**src/rtl/core/ecu_pkg.sv**
```systemverilog
// ----------------------------------------------------------------------------
// ecu_pkg: shared types and constants of the easing curve unit
// Curve codes, per-word tags and the elaboration-time tables for the
// exponential and sine kernels.
// ----------------------------------------------------------------------------
package ecu_pkg;

  // Kernel that produces the in-curve value of a word
  typedef enum logic [2:0] {
    K_QUAD,
    K_CUBIC,
    K_QUART,
    K_QUINT,
    K_EXPO,
    K_CIRC,
    K_SINE,
    K_LINEAR
  } kind_e;

  // Operation applied to the kernel value on the way out
  typedef enum logic [1:0] {
    P_PLAIN,
    P_OUT,
    P_IO_LO,
    P_IO_HI
  } post_e;

  typedef struct packed {
    kind_e kind;
    post_e post;
  } tag_t;

  localparam int unsigned TagW = $bits(tag_t);

  // Curve register codes
  localparam logic [4:0] CURVE_IN_FIRST  = 5'd1;
  localparam logic [4:0] CURVE_IN_LAST   = 5'd7;
  localparam logic [4:0] CURVE_OUT_FIRST = 5'd8;
  localparam logic [4:0] CURVE_OUT_LAST  = 5'd14;
  localparam logic [4:0] CURVE_IO_FIRST  = 5'd15;
  localparam logic [4:0] CURVE_IO_LAST   = 5'd21;

  // Q1.30 working format
  localparam int unsigned QW    = 31;
  localparam logic [QW-1:0] Q30 = 31'h4000_0000;
  localparam logic [61:0] RND30 = 62'h0000_0000_2000_0000;
  localparam logic [63:0] Q30W  = 64'h0000_0000_4000_0000;

  function automatic logic [63:0] isqrt64(input logic [63:0] x);
    logic [63:0] r;
    logic [63:0] b;
    logic [63:0] v;
    r = '0;
    b = 64'h4000_0000_0000_0000;
    v = x;
    for (int n = 0; n < 32; n++) begin
      if (v >= r + b) begin
        v = v - (r + b);
        r = (r >> 1) + b;
      end else begin
        r = r >> 1;
      end
      b = b >> 2;
    end
    return r;
  endfunction

  // Restoring long division, used only on constants
  function automatic logic [63:0] udiv64(input logic [63:0] num, input logic [63:0] den);
    logic [63:0] q;
    logic [63:0] rem;
    q   = '0;
    rem = '0;
    for (int k = 63; k >= 0; k--) begin
      rem = {rem[62:0], num[k]};
      if (rem >= den) begin
        rem  = rem - den;
        q[k] = 1'b1;
      end
    end
    return q;
  endfunction

  // 2^(-2^-i) in Q1.30
  function automatic logic [QW-1:0] exp_root(input int unsigned i);
    logic [63:0] r;
    r = 64'h0000_0000_2000_0000;
    for (int unsigned k = 1; k <= i; k++) begin
      r = isqrt64(r << 30);
    end
    return r[QW-1:0];
  endfunction

  // Cosine or sine of pi/2 * 2^-i in Q1.30, half-angle recurrence
  function automatic logic [QW-1:0] rot_const(input int unsigned i, input logic want_sin);
    logic [63:0] c;
    logic [63:0] s;
    logic [63:0] cn;
    c = '0;
    s = Q30W;
    for (int unsigned k = 1; k <= i; k++) begin
      cn = isqrt64(((Q30W + c) >> 1) << 30);
      s  = udiv64((s << 30) + cn, cn << 1);
      c  = cn;
    end
    return want_sin ? s[QW-1:0] : c[QW-1:0];
  endfunction

endpackage

```
**src/rtl/core/ecu_front.sv**
```systemverilog
// ----------------------------------------------------------------------------
// ecu_front: input stage of the easing curve unit
// Holds the curve register, saturates progress and maps each word to a
// kernel argument and an output operation.
// ----------------------------------------------------------------------------
module ecu_front #(
  parameter int unsigned FRAC_BITS = 16
) (
  input  logic                 clk_i,
  input  logic                 rst_ni,
  input  logic                 in_valid_i,
  output logic                 in_ready_o,
  input  logic [FRAC_BITS:0]   in_progress_i,
  input  logic                 cfg_valid_i,
  output logic                 cfg_ready_o,
  input  logic [4:0]           cfg_data_i,
  output logic                 out_valid_o,
  input  logic                 out_ready_i,
  output ecu_pkg::tag_t        out_tag_o,
  output logic [FRAC_BITS:0]   out_u_o
);

  localparam int unsigned F = FRAC_BITS;
  localparam logic [F:0] One = {1'b1, {F{1'b0}}};

  logic [4:0]      curve_q;
  logic            fv_q;
  ecu_pkg::tag_t   tag_q, tag_d;
  logic [F:0]      u_q, u_d;
  logic [F:0]      t_sat;
  logic [F+1:0]    dbl;
  logic [F+1:0]    rev;
  logic            accept;

  assign cfg_ready_o = 1'b1;
  assign accept      = in_valid_i && in_ready_o;
  assign in_ready_o  = !fv_q || out_ready_i;

  always_comb begin
    t_sat = (in_progress_i > One) ? One : in_progress_i;
    dbl   = {t_sat, 1'b0};
    rev   = {One, 1'b0} - dbl;
    tag_d.kind = ecu_pkg::K_LINEAR;
    tag_d.post = ecu_pkg::P_PLAIN;
    u_d        = t_sat;
    case (curve_q) inside
      [ecu_pkg::CURVE_IN_FIRST:ecu_pkg::CURVE_IN_LAST]: begin
        tag_d.kind = ecu_pkg::kind_e'(3'(curve_q - ecu_pkg::CURVE_IN_FIRST));
      end
      [ecu_pkg::CURVE_OUT_FIRST:ecu_pkg::CURVE_OUT_LAST]: begin
        tag_d.kind = ecu_pkg::kind_e'(3'(curve_q - ecu_pkg::CURVE_OUT_FIRST));
        tag_d.post = ecu_pkg::P_OUT;
        u_d        = One - t_sat;
      end
      [ecu_pkg::CURVE_IO_FIRST:ecu_pkg::CURVE_IO_LAST]: begin
        tag_d.kind = ecu_pkg::kind_e'(3'(curve_q - ecu_pkg::CURVE_IO_FIRST));
        if (dbl < {1'b0, One}) begin
          tag_d.post = ecu_pkg::P_IO_LO;
          u_d        = dbl[F:0];
        end else begin
          tag_d.post = ecu_pkg::P_IO_HI;
          u_d        = rev[F:0];
        end
      end
      default: begin
        tag_d.kind = ecu_pkg::K_LINEAR;
        tag_d.post = ecu_pkg::P_PLAIN;
      end
    endcase
  end

  always_ff @(posedge clk_i or negedge rst_ni) begin
    if (!rst_ni) begin
      curve_q <= '0;
      fv_q    <= 1'b0;
    end else begin
      if (cfg_valid_i) begin
        curve_q <= cfg_data_i;
      end
      if (accept) begin
        fv_q <= 1'b1;
      end else if (out_ready_i) begin
        fv_q <= 1'b0;
      end
    end
  end

  always_ff @(posedge clk_i) begin
    if (accept) begin
      tag_q <= tag_d;
      u_q   <= u_d;
    end
  end

  assign out_valid_o = fv_q;
  assign out_tag_o   = tag_q;
  assign out_u_o     = u_q;

endmodule

```
**config.mk**
```make
export PLATFORM = sky130hd
export DESIGN_NAME = ecu_front
export DESIGN_NICKNAME = d
export VERILOG_FILES = /design/src/rtl/core/ecu_pkg.sv /design/src/rtl/core/ecu_front.sv
export SDC_FILE = /design/constraint.sdc
export NUM_CORES = 1
export LEC_CHECK = 0
export ABC_AREA = 0
export BUFFER_PORTS_ARGS = -buffer_cell sky130_fd_sc_hd__buf_2
export CORE_MARGIN = 3
export CORE_UTILIZATION = 45
export DETAILED_ROUTE_END_ITERATION = 7
export GPL_ROUTABILITY_DRIVEN = 0
export HOLD_SLACK_MARGIN = 0.12
export PLACE_DENSITY_LB_ADDON = 0.05
export SLEW_MARGIN = 15
export SYNTH_ARGS = -nofsm -noshare
export SYNTH_HDL_FRONTEND = slang
export SYNTH_SLANG_ARGS = --single-unit
```
**constraint.sdc**
```tcl
create_clock -name clk_i -period 2.76 [get_ports clk_i]
set_input_delay 0.276 -clock clk_i [delete_from_list [all_inputs] [get_ports clk_i]]
set_output_delay 0.276 -clock clk_i [all_outputs]
set_load 0.1 [all_outputs]
```
Word-level counts from Yosys, hierarchy flattened:

Index checks and enable logic that the tools add are counted.

* add/sub/neg operators: 5
* magnitude comparators: 8
* multiplexer cells: 13
* bitwise gates (word level): 1
* reductions and logical operators: 8

Operator list (number)
* $mux W17: 5
* $lt A18 B17 Y1 const B: 1
* $gt A17 B17 Y1 const B: 1
* $sub A1 B17 Y17 const A: 1
* $sub A17 B17 Y17 const A: 1
* $ge A5 B4 Y1 const B: 2
* $mux W3: 3
* $sub A3 B1 Y3 const B: 2
* $ge A5 B1 Y1 const B: 1
* $le A5 B3 Y1 const B: 1
* $le A5 B4 Y1 const B: 1
* $le A5 B5 Y1 const B: 1
* $mux W1: 5
* $logic_and A1 B1 Y1: 4
* $reduce_or A3 Y1: 1
* $sub A3 B3 Y3 const B: 1
* $reduce_bool A2 Y1: 1
* $logic_not A1 Y1: 1
* $logic_or A1 B1 Y1: 1
* $not A1 Y1: 1

* bits in registers: 28
* bits of input ports: 27
* output and inout port bits: 25
* logic and storage cells: 41

Depth between registers and ports, before layout:

* depth in word-level cells: 7
* gate-level depth with buffers: 10
* gate-level depth less buffers: 8

Worst setup path before layout:

No wires, ideal clock.

* kind: register -> register
* from: register fv_q, in the netlist out_valid_o
* to: register tag_q (netlist bit out_tag_o[0]) (enable)
* setup time: 0.351 ns
* data arrival time: 2.397 ns
* required time: 2.409 ns
* path slack: 0.012 ns
* cell stages (with the launch flop): 3
* path buffers: 0
* clock period less this slack: 2.748 ns
* cells stage by stage: dfrtp_1 -> nand2b_1 -> and2_1

* longest elaborated chain between the ends: 3

RTL lines
* start, declared: RTL line ecu_front.sv:27 `logic fv_q;`
* start signal, assigned: RTL line ecu_front.sv:75 `fv_q <= 1'b0;`
* start signal, assigned: RTL line ecu_front.sv:81 `fv_q <= 1'b1;`
* start signal, assigned: RTL line ecu_front.sv:83 `fv_q <= 1'b0;`
* $logic_not A1 Y1: RTL line ecu_front.sv:37 `assign in_ready_o = !fv_q || out_ready_i;`
* $logic_or A1 B1 Y1: RTL line ecu_front.sv:37
* via in_ready_o: RTL line ecu_front.sv:12 `output logic in_ready_o,`
* $logic_and A1 B1 Y1: RTL line ecu_front.sv:36 `assign accept = in_valid_i && in_ready_o;`
* via accept: RTL line ecu_front.sv:33 `logic accept;`
* end signal, assigned: RTL line ecu_front.sv:90 `tag_q <= tag_d;`
* end, declared: RTL line ecu_front.sv:28 `ecu_pkg::tag_t tag_q, tag_d;`

The timed path passes the listed nets, and every way through them passes these cells.
A chain may end at the register's enable or synchronous reset.

Final worst setup path:

* from: register curve_q[1]
* to: register u_q[11], in the netlist out_u_o[11] (data pin)

* longest elaborated chain between the ends: 5
* elaborated cells between the ends (all ways): 12
* those cells by class: order compare: 6; mux: 3; reduce/logical: 3

RTL lines
* start, declared: RTL line ecu_front.sv:26 `logic [4:0] curve_q;`
* start signal, assigned: RTL line ecu_front.sv:78 `curve_q <= cfg_data_i;`
* $ge A5 B4 Y1 (no source line) / $le A5 B5 Y1 (equally long branches)
* $logic_and A1 B1 Y1 (no source line)
* $mux W17 (2 in a row): RTL line ecu_front.sv:46 `case (curve_q) inside`
* $mux W17 (*): RTL line ecu_front.sv:46
* via u_d[11]: RTL line ecu_front.sv:29 `logic [F:0] u_q, u_d;`
* end signal, assigned: RTL line ecu_front.sv:91 `u_q <= u_d;`
* end, declared: RTL line ecu_front.sv:29

Mark *: on every way through the listed nets, which the timed path passes. The rest lies on a longest branch.

==> key figures <==
Layout
  • Layout Nets: 327
  • Commonest non-fill, non-tap cells in the layout: buf_2, edfxtp_1, nand2_1, nor2_1, o21ai_0
  • Area grow syn2layout: 16.3%
  • FILL cells: 487
  • Commonest non-fill, non-tap cell in the layout: buf_2
  • Inserted Diodes: 0
  • Layout cell share with drive strength beyond 1: 0.276

Die
  • Core area: around 0.0048 sq mm
  • IO Count: 52
  • Die X: roughly 77 um
  • Starting Density: 0.472
  • Die area: 0.00594 sq mm
  • Die Height: 77.1 um
  • # rows: 25

Global routing
  • GRT Util Overall: 0.208
  • GR Overflow Total: 0
  • Initial antenna violation count: 0
  • Vias in the first global route: 1,965
  • Largest net degree at the start of global routing: 23
  • First-pass GRT wire length: around 10 mm

Outcome
  • Outcome: finished, final reports clean

Worst setup path
  • CP Cell Sequence: inv_1, ha_1, o311a_1, o21ai_4, inv_1, a32oi_1, o221ai_1
  • Levels on crit path: 7
  • CP required: about 2800 ps
  • Worst r2r path cells: 7
  • Crit Path Max Fanout: 10
  • Crit path kind: reg -> reg
  • R2R setup slack: 470 ps
  • CP max-delay cell: dfrtp_1
  • Startpoint type of the worst setup path: flip-flop
  • CP top delay family: compound AO/OA/AOI/OAI gates
  • Cell repeated most along the worst path: inv_1
  • Worst endpoint data arrival time: approximately 2300 ps
  • CP max stage delay: roughly 480 ps
  • Crit end category: flip-flop
  • Number of buffer and inverter stages on the critical path: 2

Clocking
  • CTS Buf Count: 3
  • Clock tree sinks: 28
  • CTS tree: yes
  • H-tree depth: 1
  • Post-CTS Setup Inserts: 0
  • Clk_lat worst skew: 280 ps
  • CTS clk-pin slew, worst paths: around 90 ps
  • Longest Clk Path Bufs: 2
  • CTS root buf: clkbuf_8

Power
  • Lkg Pwr: roughly 1.0 nW
  • Pwr/cell area: around 530 mW/mm^2
  • Maximum vdd drop: 206 uV

Placed design
  • Port Buffers: 50
  • Place WS: 523 ps
  • Hpwl dp: 4.43 mm

STA
  • Unrepaired setup endpoints after global routing: no
  • Final Max Slew Viols: 0
  • Slew HR: 0.514
  • FMAX: 0.437 GHz
  • Worst-Margin Slew: 727 ps
  • Setup WS post-layout: 470 ps
  • Setup Total Neg Slack: 0 ps
  • Clk_skew: roughly 11 ps
  • Worst hold margin: a little under 200 ps
  • Final hold violation count: 0
  • Crit share post-route: 0.830
  • Tmin final: 2290 ps
  • Final Setup Violations: 0

Detailed routing
  • Via density: 5.99
  • Routed wire length: 6.06 mm
  • 1st-iter DRT viols: roughly 260
  • Detailed Routing Iterations Pass 1: 4
  • Drt drc: 0
  • Vias: roughly 2,200
  • Post-route ant nets: 0
  • Wire per inst: 16.8 um

Synthesis
  • Synth area leader: edfxtp_1
  • Average instance area after synthesis: around 9.2 sq um
  • Syn nets: 278
  • Synth Instances: between 200 and 250
  • Top post-synthesis cells by area: edfxtp_1, dfrtp_1, o21ai_0
  • Ys flop type: edfxtp_1
  • Mapped Area: between 0.002 and 0.0025 sq mm
  • Area fraction of the dominant cell type after synthesis: 0.290
  • Share of flip-flops with an asynchronous set or reset: 0.214
  • Library cells used by synthesis: 69
  • EDFF count, synth: 22
  • Synth warn: 0
  • Flops & latches, synth: 28
  • Sequential fraction of the synthesis area: 0.356

Hold path
  • Worst hold path type: in -> reg
  • Hold path depth: 2

Run
  • Max-cap viol count: 0
## path summary, 6_finish.rpt
kind                                    startpoint                       to
max                         curve_q[1]$_DFFE_PN0P_    out_u_o[11]$_DFFE_PP_
min                                     in_valid_i  out_valid_o$_DFFE_PN0P_
max reg2reg                 curve_q[1]$_DFFE_PN0P_    out_u_o[11]$_DFFE_PP_
min reg2reg                out_valid_o$_DFFE_PN0P_  out_valid_o$_DFFE_PN0P_
max in group asynchronous                   rst_ni   curve_q[3]$_DFFE_PN0P_
min in group asynchronous                   rst_ni  out_valid_o$_DFFE_PN0P_
## state kept, by name, indices dropped and copies added (netlist names)
| register | flops |
|---|---|
| curve_q | 5 |
| out_tag_o | 5 |
| out_u_o | 17 |
| out_valid_o | 1 |
## power breakdown
group	leakage (nW)	internal, W	total (W)	switching (W)
Combinational	0.727	0.000155	0.000609	0.000454
Sequential	0.284	0.000508	0.000525	0.0000174
Clock	0.0288	0.000128	0.000259	0.000131
Total	1.04	0.000791	0.00139	0.000602
## cell usage after synthesis, drive strengths merged, types with 4 or more instances
cell type   n
a21oi      10
a31oi       5
buf         8
clkbuf     10
dfrtp       6
edfxtp     22
ha          5
inv         8
nand2      20
nand3       6
nand4       4
nor2       20
nor3       10
nor4        9
o211ai      4
o21ai      19
o221ai      4
o22ai       5
xnor2       4
xor2        9
## metal layers
layer	global-route usage	wire [um]
met5	0	0
met4	0.0534	98
met3	0.0364	501
met2	0.322	2640
met1	0.299	2820
## worst register-to-register path, stage by stage, from the launching register on
cell and delay [ps]:
dfrtp_1 480, inv_1 150, ha_1 230, o311a_1 430, o21ai_4 150, inv_1 190
a32oi_1 230, o221ai_1 170
## repair_timing
action | CTS | global route
hold buffers | 1 | 0
endpoints found under the hold margin | 6 | 0
gates resized for setup | 0 | 0
## area by class of cell
type,instances,area (sq um),area share
flip-flops and latches,28,811,0.306
clock buffers,4,55.1,0.0208
multi-input cells,191,1320,0.497
well taps,67,83.8,0.0317
inverters,8,30.0,0.0113
repair buffers,63,350,0.132
## cells by family after synthesis
| kind of cell | after synthesis | share of synthesized area |
|---|---|---|
| xor+xnor | 13 | 0.0501 |
| flops | 28 | 0.356 |
| compound gates | 78 | 0.249 |
| other cells | 1 | 0.00165 |
| buf+inv | 27 | 0.0649 |
| fa+ha+maj | 5 | 0.0275 |
| mux | 4 | 0.0182 |
| simple gates | 90 | 0.232 |
## through the flow
stage                     utilization  total power [W]  instance area [sq um]  cells
after floorplan                     -          0.00100                   2270    246
after global routing            0.549          0.00145                   2650    361
after CTS                       0.549          0.00139                   2650    361
final                           0.549          0.00139                   2650    361
after global placement          0.536          0.00114                   2580    356
after detailed placement        0.536          0.00114                   2580    356
(Power assumes the default switching activity.)
