`src/rtl/core/ecu_fifo.sv`:
```
// ----------------------------------------------------------------------------
// ecu_fifo: small word queue between front and back
// Flop-based first-in first-out buffer with a fill count.
// ----------------------------------------------------------------------------
module ecu_fifo #(
  parameter int unsigned WIDTH = 8,
  parameter int unsigned DEPTH = 4
) (
  input  logic             clk_i,
  input  logic             rst_ni,
  input  logic             in_valid_i,
  output logic             in_ready_o,
  input  logic [WIDTH-1:0] in_data_i,
  output logic             out_valid_o,
  input  logic             out_ready_i,
  output logic [WIDTH-1:0] out_data_o
);

  localparam int unsigned PtrW = (DEPTH > 1) ? $clog2(DEPTH) : 1;
  localparam int unsigned CntW = $clog2(DEPTH + 1);

  logic [WIDTH-1:0] mem_q [DEPTH];
  logic [PtrW-1:0]  wr_q, rd_q;
  logic [CntW-1:0]  cnt_q;
  logic             push, pop;

  assign in_ready_o  = cnt_q != CntW'(DEPTH);
  assign out_valid_o = cnt_q != '0;
  assign push        = in_valid_i && in_ready_o;
  assign pop         = out_valid_o && out_ready_i;
  assign out_data_o  = mem_q[rd_q];

  always_ff @(posedge clk_i or negedge rst_ni) begin
    if (!rst_ni) begin
      wr_q  <= '0;
      rd_q  <= '0;
      cnt_q <= '0;
    end else begin
      if (push) begin
        wr_q <= (wr_q == PtrW'(DEPTH - 1)) ? '0 : wr_q + 1'b1;
      end
      if (pop) begin
        rd_q <= (rd_q == PtrW'(DEPTH - 1)) ? '0 : rd_q + 1'b1;
      end
      if (push && !pop) begin
        cnt_q <= cnt_q + 1'b1;
      end else if (pop && !push) begin
        cnt_q <= cnt_q - 1'b1;
      end
    end
  end

  always_ff @(posedge clk_i) begin
    if (push) begin
      mem_q[wr_q] <= in_data_i;
    end
  end

endmodule

```
`config.mk`:
```
export PLATFORM = sky130hd
export DESIGN_NAME = ecu_fifo
export DESIGN_NICKNAME = d
export VERILOG_FILES = /design/src/rtl/core/ecu_fifo.sv
export SDC_FILE = /design/constraint.sdc
export NUM_CORES = 1
export LEC_CHECK = 0
export BUFFER_PORTS_ARGS = -buffer_cell sky130_fd_sc_hd__clkbuf_2
export CORE_AREA = 2 2 67 69
export DETAILED_ROUTE_END_ITERATION = 8
export DIE_AREA = 0 0 69 71
export HOLD_SLACK_MARGIN = 0.05
export PLACE_DENSITY = 0.65
export SYNTH_ARGS = -nofsm -noshare
export SYNTH_HDL_FRONTEND = slang
export SYNTH_SLANG_ARGS = --single-unit
export TNS_END_PERCENT = 50
```
`constraint.sdc`:
```
create_clock -name clk_i -period 2.5 [get_ports clk_i]
set_input_delay 0.5 -clock clk_i [delete_from_list [all_inputs] [get_ports clk_i]]
set_output_delay 0.5 -clock clk_i [all_outputs]
set_load 0.02 [all_outputs]
```
* Yosys cells after proc, flatten, opt, wreduce, memory -nomap -nowiden
Memory sizes are Yosys's and may differ from the RTL's.
Index checks and enable logic that the tools add are counted.
** Word-level totals
- Output and inout port bits :: 10
- Memory bits (writable) :: 32
- Word-level logic and storage cells :: 25
- Input port bits :: 12
- Memories :: 1
- Register bits after elaboration :: 7
** Memory list
- mem_q :: words 4, width 8, read ports 1, clocked after Yosys merged registers in 0, write ports 1, line 22 : logic [WIDTH-1:0] mem_q [DEPTH];
** Cells by class
- Add/sub/neg operators :: 4
- Mux-type cells :: 6
- Reductions and logical operators :: 8
- Equal/unequal tests :: 3
** Operator list (number)
- $mux W3 :: 2
- $add A2 B1 Y2 const B :: 2
- $eq A2 B2 Y1 const B :: 2
- $logic_and A1 B1 Y1 :: 4
- $mux W2 :: 2
- $add A3 B1 Y3 const B :: 1
- $ne A3 B3 Y1 const B :: 1
- $reduce_bool A3 Y1 :: 1
- $sub A3 B1 Y3 const B :: 1
- $logic_not A1 Y1 :: 2
- $mux W1 :: 2
- $reduce_bool A2 Y1 :: 1

* Depth between registers and ports, before layout
Gate-level depths: netlist of the first run.
- Depth after elaboration :: 6
- Mapped depth :: 8
- Gate-level depth less buffers :: 8

* Worst setup path before layout of the first run
OpenSTA, ideal clock, no wires.
- Path type :: reg2reg
- From :: register cnt_q[2]
- To :: register cnt_q[2]
- Path buffers :: 0
- Clock period less this slack :: 1.990 ns
- Stages on the path, launching flop included :: 9
- Path slack :: 0.510 ns
- Data required time :: 2.421 ns
- Arrival :: 1.911 ns
- Library setup time :: 0.079 ns
- Cell sequence :: dfrtp_1 or3_4 nand2_4 ha_1 inv_1 fa_1 xor2_1 nor2_1 xor2_1
** On the way
- Cells in the longest elaborated chain, start to end :: 5
- Elaborated cells between the ends (all ways) :: 13
- Classes of those cells :: add/sub: 2; eq/ne: 1; mux: 2; reduce/logical: 8
** RTL lines
- start, declared :: line 24 : logic [CntW-1:0] cnt_q;
- start signal, assigned :: line 46 : cnt_q <= cnt_q + 1'b1;
- start signal, assigned :: line 48 : cnt_q <= cnt_q - 1'b1;
- $reduce_bool A3 Y1 * :: line 28 : assign out_valid_o = cnt_q != '0;
- via out_valid_o :: line 14 : output logic out_valid_o,
- $logic_and A1 B1 Y1 * :: line 30 : assign pop = out_valid_o && out_ready_i;
- $logic_not A1 Y1 :: line 45 : if (push && !pop) begin
- $logic_and A1 B1 Y1 :: line 45
- $mux W3 / $reduce_bool A2 Y1 (equally long branches)
Mark *: on every way through the listed nets, which the timed path passes. The rest lies on a longest branch. The select of a mux whose other input is x is not followed.
A chain may end at the register's enable or synchronous reset.

* Worst setup path in the final report of the first run
- From :: register rd_q[0]
- To :: output port out_data_o[1]
** On the way
- Cells in the longest elaborated chain, start to end :: 1
** RTL lines
- start, declared :: line 23 : logic [PtrW-1:0] wr_q, rd_q;
- start signal, assigned :: line 43 : rd_q <= (rd_q == PtrW'(DEPTH - 1)) ? '0 : rd_q + 1'b1;
- $mem_v2 Z4 W8
- end, declared :: line 16 : output logic [WIDTH-1:0] out_data_o
No other way between the ends.

==> run_results.csv, run 1 <==
group,metric,value,unit
cts,cts.path.max_buffers,2,
sta,fin_tns_setup,0,ns
setup_path,cp_max_fo,11,
pwr,power.leakage,0.000714,uW
sta,maxSlewViolCount,0,
finish,layout-drive-gt1-share,0.421,
yosys,syn_inst,79,
routing,wl,2360,um
setup_path,setup.worst_path.class,"flop to primary output",
finish,fin_area,0.00188,sq mm
sta,skew,0.00524,ns
sta,post-route-period-util,0.895,
sta,fin_crit,2.24,ns
global_route,grt_use_total,0.113,
yosys,avgSynthCellArea,20.2,sq um
finish,layout_common_cells,"edfxtp_1, clkbuf_2, mux4_2",
place,io_buffers,21,
yosys,ys_types,18,
yosys,syn-cell-area,0.00160,sq mm
place,placed_area,0.00176,sq mm
floorplanning,ios,22,
global_route,antenna_found_initial,0,
pwr,ir_drop,0.000560,V
setup_path,cp.required,2.00,ns
global_route,grt_pass1_wl,4070,um
routing,drt-vias-per-instance,4.83,
cts,cts_num_sinks,39,
floorplanning,core,0.00420,sq mm
finish,multi_input_area,443,sq um
global_route,grt_overflow,0,
setup_path,critPathSlowestCell,"dfrtp_1",
setup_path,cp.arrival,1.74,ns
finish,num_antenna_cells,0,
setup_path,critPathCaptureType,"primary output",
place,place_hpwl,1770,um
sta,setup_violations,0,
finish,regArea,0.00114,sq mm
yosys,synth_nets,98,
routing,ant_nets,0,
sta,worstMarginPinSlew,0.567,ns
routing,drc,0,
setup_path,cp_cell_sequence,"mux4_2, clkbuf_2",
floorplanning,start_util,0.380,
yosys,yosysWarnings,0,
sta,setup_ws,0.263,ns
yosys,ys_seq_area_frac,0.710,
pwr,power_density,1200,mW/mm^2
sta,max-slew-margin-rel,0.622,
floorplanning,chipWidth,69,um
sta,hold_viol,0,
cts,cts_tree,"built",
cts,cts_buffers,5,
routing,drtPass1Iterations,4,
job,maxCapViolations,0,
finish,area_delta_synth_final,17.8,%
floorplanning,placementRows,24,
worst_hold_path,hold_path_class,"input pin to flop",
routing,drt_iter0_drc,25,
place,gp_congestion,0.699,
cts,htreeDepth,2,
setup_path,cpPeakStageDelay,0.71,ns
floorplanning,die-height,71,um
finish,nNetsFinal,125,
global_route,first_global_vias,828,
status,status,"finished, final reports clean",
floorplanning,dieArea,0.00490,sq mm
cts,clockRootBuffer,"clkbuf_8",
routing,vias,768,
cts,post_cts_buffers,0,
routing,post_drt_wl_per_cell,14.8,um
sta,rsz0062_at_grt,"false",
global_route,grt_max_degree,14,
setup_path,crit_path_start_kind,"flop",
cts,insertion_delay,0.28,ns
finish,fill_cells,370,
sta,max_freq,447,MHz
place,pre_cts_ws,0.438,ns
cts,clk_pin_slew,0.07,ns
finish,layout_commonest_cell,"edfxtp_1",
yosys,synth-seq-cells,39,
synth_stat cells, drive strengths merged:
cell	number	share of area
nor2	4	0.0094
dfrtp	7	0.11
nand2	2	0.0094
mux2	5	0.040
ha	6	0.047
and2	4	0.016
fa	1	0.013
clkbuf	1	0.0023
edfxtp	32	0.60
inv	3	0.0070
a21boi	1	0.0070
mux4	8	0.11
or3	1	0.0070
buf	1	0.0031
xor2	2	0.011
xnor2	1	0.0055
stage by stage:
stage               instances  utilization  hold slack, ns  total power [uW]
detailed placement        150        0.419           0.351              1800
floorplan                  79            -           0.204              1580
finish                    159        0.448           0.432              2270
CTS                       159        0.448           0.425              2310
global placement          150        0.419           0.346              1760
global route              159        0.448           0.417              2420
per-layer routing:
| layer | part of all wire | GRT usage | up-vias |
|---|---|---|---|
| met3 | 0.060 | 0.0484 | 7 |
| met1 | 0.43 | 0.133 | 378 |
| met5 | 0 | 0 | - |
| met2 | 0.49 | 0.183 | 27 |
| met4 | 0.019 | 0.0458 | 0 |
| li1 | - | - | 356 |
state kept, by name, indices dropped and copies added (netlist names):
register / cells
rd_q: 2
mem_q: 32
wr_q: 2
cnt_q: 3
final timing paths:
kind	start	to	depth (start not counted)	slack, ns
max in group asynchronous	rst_ni	wr_q[0]$_DFFE_PN0P_	2	1.75
min in group asynchronous	rst_ni	cnt_q[2]$_DFFE_PN0P_	2	0.58
hold / removal	in_data_i[4]	mem_q[3][4]$_DFFE_PP_	1	0.43
setup reg to reg	cnt_q[0]$_DFFE_PN0P_	cnt_q[2]$_DFFE_PN0P_	8	0.44
setup / recovery	rd_q[0]$_DFFE_PN0P_	out_data_o[1]	2	0.26
hold reg to reg	cnt_q[2]$_DFFE_PN0P_	cnt_q[2]$_DFFE_PN0P_	1	0.54
critical path, delay by kind of cell, from the launching register on:
family | cells | cell delay (ns)
flip-flops | 1 | 0.71
buffers and inverters | 1 | 0.17
multiplexers | 1 | 0.58
report_power, final:
| group | total (uW) | internal, uW | switching [uW] |
|---|---|---|---|
| Clock | 503 | 297 | 207 |
| Sequential | 1030 | 880 | 149 |
| Combinational | 734 | 365 | 370 |
kinds of logic after synthesis:
logic type | count (synthesis) | synth area share
buffers and inverters | 5 | 0.0125
DFF | 39 | 0.710
muxes | 13 | 0.153
adders and majority gates | 7 | 0.0595
AOI/OAI and AO/OA | 1 | 0.00704
xor gates and xnor gates | 3 | 0.0164
and+or+nand+nor | 11 | 0.0415
area by class of cell:
type	instances	area share
well taps	52	0.0346
repair buffers	22	0.0611
inverters	3	0.00598
multi-input cells	35	0.235
clock inverters	3	0.0233
flip-flops and latches	39	0.603
clock buffers	5	0.0365
what timing repair did:
item,4_1_cts,5_1_grt
hold endpoints to repair,7,0
hold buffers,1,0
resized for setup,0,0
setup endpoints to repair,0,0
No activity file was read; power rests on OpenSTA's default activity.
==> run 2: changes to the inputs <==
--- a/config.mk
+++ b/config.mk
@@ -10,7 +10,6 @@
 export DETAILED_ROUTE_END_ITERATION = 8
 export DIE_AREA = 0 0 69 71
 export HOLD_SLACK_MARGIN = 0.05
-export PLACE_DENSITY = 0.65
 export SYNTH_ARGS = -nofsm -noshare
 export SYNTH_HDL_FRONTEND = slang
 export SYNTH_SLANG_ARGS = --single-unit
==> run_results.csv, run 2 (synthesized netlist as in run 1, its figures left out) <==
group,metric,value,unit
routing,drtPass1Iterations,6,
sta,max_freq,441,MHz
setup_path,setup.worst_path.class,"flop to primary output",
finish,largest_reg_flops,32,
pwr,power.leakage,0.000721,uW
sta,skew,0.00826,ns
status,status,"finished, final reports clean",
place,io_buffers,21,
pwr,combPwrFrac,0.307,
global_route,grt_overflow,0,
setup_path,cp_num_buf_inv,1,
routing,drc,0,
sta,post-route-period-util,0.908,
sta,rsz0062_at_grt,"false",
setup_path,cp.required,2.00,ns
pwr,ir_drop,0.000414,V
floorplanning,dieArea,0.00490,sq mm
setup_path,cp.arrival,1.77,ns
routing,drt_iter0_drc,30,
finish,fill_cells,379,
finish,fin_area,0.00190,sq mm
sta,fin_tns_setup,0,ns
cts,htreeDepth,2,
sta,setup_violations,0,
finish,layout_common_cells,"edfxtp_1, clkbuf_2, mux4_2",
sta,maxSlewViolCount,0,
cts,cts_num_sinks,39,
cts,clk_pin_slew,0.07,ns
routing,wl,2400,um
global_route,first_global_vias,792,
floorplanning,start_util,0.380,
worst_hold_path,hold_path_class,"input pin to flop",
global_route,antenna_found_initial,0,
sta,hold_viol,0,
cts,cts.path.max_buffers,2,
pwr,swShare,0.304,
floorplanning,core,0.00420,sq mm
pwr,internal_power,1640,uW
finish,multi_input_area,443,sq um
finish,nNetsFinal,125,
place,gp_congestion,0.628,
routing,ant_nets,0,
sta,fin_crit,2.27,ns
cts,cts_tree,"built",
pwr,netSwitchingPower,717,uW
setup_path,cpPeakStageDelay,0.73,ns
finish,top_register,"mem_q",
floorplanning,placementRows,24,
sta,max-slew-margin-rel,0.594,
pwr,seqPwrFrac,0.438,
cts,post_cts_buffers,0,
place,placed_area,0.00176,sq mm
finish,layout-drive-gt1-share,0.411,
cts,clockRootBuffer,"clkbuf_8",
setup_path,crit_path_start_kind,"flop",
floorplanning,chipWidth,69,um
floorplanning,die-height,71,um
floorplanning,ios,22,
global_route,grt_use_total,0.110,
pwr,pwr-share-clk,0.255,
routing,vias,752,
global_route,grt_max_degree,13,
setup_path,critPathTopFamily,"flip-flops",
finish,area_delta_synth_final,19.0,%
setup_path,cp_max_fo,11,
routing,post_drt_wl_per_cell,15.1,um
setup_path,cp_cell_sequence,"mux4_2, clkbuf_2",
global_route,grt_pass1_wl,4000,um
finish,largestRegisters,"mem_q x32, cnt_q x3",
finish,num_antenna_cells,0,
finish,layout_commonest_cell,"edfxtp_1",
routing,drt-vias-per-instance,4.73,
job,maxCapViolations,0,
cts,cts_buffers,5,
setup_path,critPathSlowestCell,"dfrtp_1",
finish,regArea,0.00114,sq mm
place,place_hpwl,1640,um
sta,worstMarginPinSlew,0.608,ns
setup_path,critPathCaptureType,"primary output",
pwr,power_density,1240,mW/mm^2
cts,insertion_delay,0.28,ns
-- run 2: changes by cell type in the layout (fill, tap and decap cells not counted), sizes merged --
cell,delta
clkbuf,+1
bufinv,+1
clkinv,-2
-- run 2: path summary, 6_finish.rpt --
kind | startpoint | endpoint | slack (ns) | cells past startpoint
worst max-delay path | rd_q[0]$_DFFE_PN0P_ | out_data_o[6] | 0.23 | 2
worst min-delay path | in_data_i[1] | mem_q[1][1]$_DFFE_PP_ | 0.43 | 1
worst max register to register | cnt_q[2]$_DFFE_PN0P_ | cnt_q[2]$_DFFE_PN0P_ | 0.45 | 8
worst min register to register | cnt_q[2]$_DFFE_PN0P_ | cnt_q[2]$_DFFE_PN0P_ | 0.54 | 1
max in group asynchronous | rst_ni | wr_q[0]$_DFFE_PN0P_ | 1.72 | 2
min in group asynchronous | rst_ni | cnt_q[1]$_DFFE_PN0P_ | 0.61 | 2
-- run 2: cell type report --
type	instances	area share
Timing Repair Buffer	22	0.0605
Inverter	3	0.00592
Multi-Input combinational cell	35	0.233
Tap cell	52	0.0342
Clock inverter	2	0.0316
Clock buffer	6	0.0381
Sequential cell	39	0.597
-- run 2: what timing repair did --
item                      4_1_cts  5_1_grt
hold endpoints to repair        7        0
gates resized for setup         0        0
hold buffers                    1        0
-- run 2: per-layer routing --
layer  vias to the layer above  GRT usage  part of all wire
met3                         4     0.0442             0.042
met1                       376      0.134              0.44
met2                        16      0.175              0.50
met5                         -          0                 0
met4                         0     0.0458             0.014
li1                        356          -                 -
-- run 2: metrics by stage --
step / hold slack (ns) / utilization / worst slack, ns / cells / power (uW)
after detailed placement: 0.356 / 0.419 / 0.440 / 150 / 1790
after CTS: 0.415 / 0.453 / 0.183 / 159 / 2400
after floorplan: 0.204 / - / 0.510 / 79 / 1580
final: 0.428 / 0.453 / 0.231 / 159 / 2360
after global routing: 0.422 / 0.453 / 0.0831 / 159 / 2510
after global placement: 0.350 / 0.419 / 0.496 / 150 / 1760
-- run 2: power by group through the flow --
stage	logic, uW	clock network [uW]	registers [uW]
6_report	724	601	1030
5_1_grt	803	646	1060
4_1_cts	740	616	1040
3_5_place_dp	736	0	1050
3_3_place_gp	721	0	1040
2_1_floorplan	626	0	955
==> run 3: changes to the inputs <==
--- a/config.mk
+++ b/config.mk
@@ -6,10 +6,13 @@
 export NUM_CORES = 1
 export LEC_CHECK = 0
 export BUFFER_PORTS_ARGS = -buffer_cell sky130_fd_sc_hd__clkbuf_2
+export CELL_PAD_IN_SITES_DETAIL_PLACEMENT = 0
+export CELL_PAD_IN_SITES_GLOBAL_PLACEMENT = 1
 export CORE_AREA = 2 2 67 69
 export DETAILED_ROUTE_END_ITERATION = 8
 export DIE_AREA = 0 0 69 71
 export HOLD_SLACK_MARGIN = 0.05
+export PLACE_DENSITY_LB_ADDON = 0.1
 export SYNTH_ARGS = -nofsm -noshare
 export SYNTH_HDL_FRONTEND = slang
 export SYNTH_SLANG_ARGS = --single-unit
==> run_results.csv, run 3 (synthesized netlist as in run 1, its figures left out) <==
group,metric,value,unit
routing,drt_iter0_drc,65,
floorplanning,ios,22,
routing,ant_nets,0,
sta,max-slew-margin-rel,0.598,
worst_hold_path,min_path_cells,1,
global_route,first_global_vias,761,
sta,skew,0.00849,ns
floorplanning,core,0.00420,sq mm
finish,nNetsFinal,125,
routing,vias,746,
finish,top_register,"mem_q",
global_route,grt_overflow,0,
cts,cts_tree,"built",
finish,largest_reg_flops,32,
place,io_buffers,21,
setup_path,critPathTopFamily,"flip-flops",
sta,worstMarginPinSlew,0.602,ns
floorplanning,chipWidth,69,um
setup_path,cp.arrival,1.77,ns
setup_path,cp_cell_sequence,"mux4_2, clkbuf_2",
setup_path,cp_num_buf_inv,1,
sta,rsz0062_at_grt,"false",
finish,fill_cells,390,
setup_path,cp_max_fo,11,
global_route,grt_pass1_wl,3930,um
floorplanning,die-height,71,um
finish,layout_common_cells,"edfxtp_1, clkbuf_2, mux4_2",
routing,post_drt_wl_per_cell,15.2,um
job,maxCapViolations,0,
routing,drt-vias-per-instance,4.69,
global_route,grt_max_degree,14,
finish,largestRegisters,"mem_q x32, cnt_q x3",
cts,htreeDepth,2,
sta,max_freq,440,MHz
setup_path,critPathSlowestCell,"dfrtp_1",
place,pre_cts_ws,0.444,ns
cts,cts_buffers,5,
setup_path,critical_path.startpoint,"rd_q[0]$_DFFE_PN0P_",
status,status,"finished, final reports clean",
cts,cts_num_sinks,39,
sta,setup_violations,0,
place,place_hpwl,1690,um
finish,layout-drive-gt1-share,0.421,
cts,insertion_delay,0.29,ns
routing,drtPass1Iterations,4,
setup_path,r2r-start,"cnt_q[2]$_DFFE_PN0P_",
worst_hold_path,hp-start,"in_data_i[2]",
cts,clockRootBuffer,"clkbuf_8",
pwr,power.leakage,0.000696,uW
setup_path,setup.worst_path.class,"flop to primary output",
place,placed_area,0.00176,sq mm
routing,drc,0,
global_route,antenna_found_initial,0,
worst_hold_path,hold_path_class,"input pin to flop",
setup_path,critPathCaptureType,"primary output",
setup_path,setup.worst_path.end,"out_data_o[1]",
sta,post-route-period-util,0.910,
floorplanning,dieArea,0.00490,sq mm
finish,num_antenna_cells,0,
setup_path,timing.rr.end,"cnt_q[2]$_DFFE_PN0P_",
floorplanning,placementRows,24,
floorplanning,start_util,0.380,
sta,maxSlewViolCount,0,
finish,layout_commonest_cell,"edfxtp_1",
pwr,power_density,1170,mW/mm^2
setup_path,crit_cells,2,
finish,area_delta_synth_final,16.3,%
finish,fin_area,0.00186,sq mm
sta,setup_ws,0.225,ns
place,gp_congestion,0.693,
routing,wl,2420,um
setup_path,cpPeakStageDelay,0.73,ns
setup_path,rrSetupSlack,0.44,ns
sta,fin_crit,2.27,ns
sta,hold_viol,0,
setup_path,cp.required,2.00,ns
pwr,ir_drop,0.000402,V
setup_path,crit_path_start_kind,"flop",
cts,clk_pin_slew,0.07,ns
setup_path,r2r_cells,8,
global_route,grt_use_total,0.113,
cts,cts.path.max_buffers,2,
sta,fin_tns_setup,0,ns
==> run 3: cell types whose count changed in the layout (fill, tap and decap cells not counted), sizes merged <==
| cell | previous run | this run |
|---|---|---|
| clkinv | 0 | 1 |
| clkbuf | 27 | 26 |
| clkinvlp | 0 | 2 |
| bufinv | 2 | 0 |
==> run 3: layout make-up <==
class,count,area (sq um),area share
timing repair buffer,22,115,0.0619
sequential,39,1140,0.611
multi-input combinational,35,443,0.238
clock inverter,3,20.0,0.0108
inverter,3,11.3,0.00606
clock buffer,5,68.8,0.0370
tap,52,65.1,0.0350
==> run 3: metrics by stage <==
stage	utilization	hold slack [ns]	std cells	total power, uW
2_1_floorplan	-	0.204	79	1580
3_3_place_gp	0.419	0.355	150	1790
3_5_place_dp	0.419	0.358	150	1800
4_1_cts	0.442	0.416	159	2210
5_1_grt	0.442	0.420	159	2320
6_report	0.442	0.427	159	2170
==> run 3: worst min-delay path by stage <==
stage / end
finish: mem_q[1][2]$_DFFE_PP_
CTS: mem_q[1][2]$_DFFE_PP_
floorplan: cnt_q[0]$_DFFE_PN0P_
global placement: cnt_q[0]$_DFFE_PN0P_
detailed placement: rd_q[1]$_DFFE_PN0P_
global route: mem_q[3][6]$_DFFE_PP_
==> run 3: report_power, final <==
part,internal (uW),switching (uW),total (uW)
combinational,362,367,728
sequential,880,155,1030
clock,194,211,405
==> run 3: timing repair <==
action,CTS,global route
gates resized for setup,0,0
hold buffers,1,0
endpoints found under the hold margin,4,0
buffers inserted,0,0
==> run 3: per-layer routing <==
layer / wire, um / vias to the layer above / GRT usage / part of all wire
li1: - / 358 / - / -
met1: 1100 / 367 / 0.146 / 0.45
met2: 1170 / 16 / 0.167 / 0.48
met3: 119 / 5 / 0.0527 / 0.049
met4: 40 / 0 / 0.0458 / 0.017
met5: 0 / - / 0 / 0
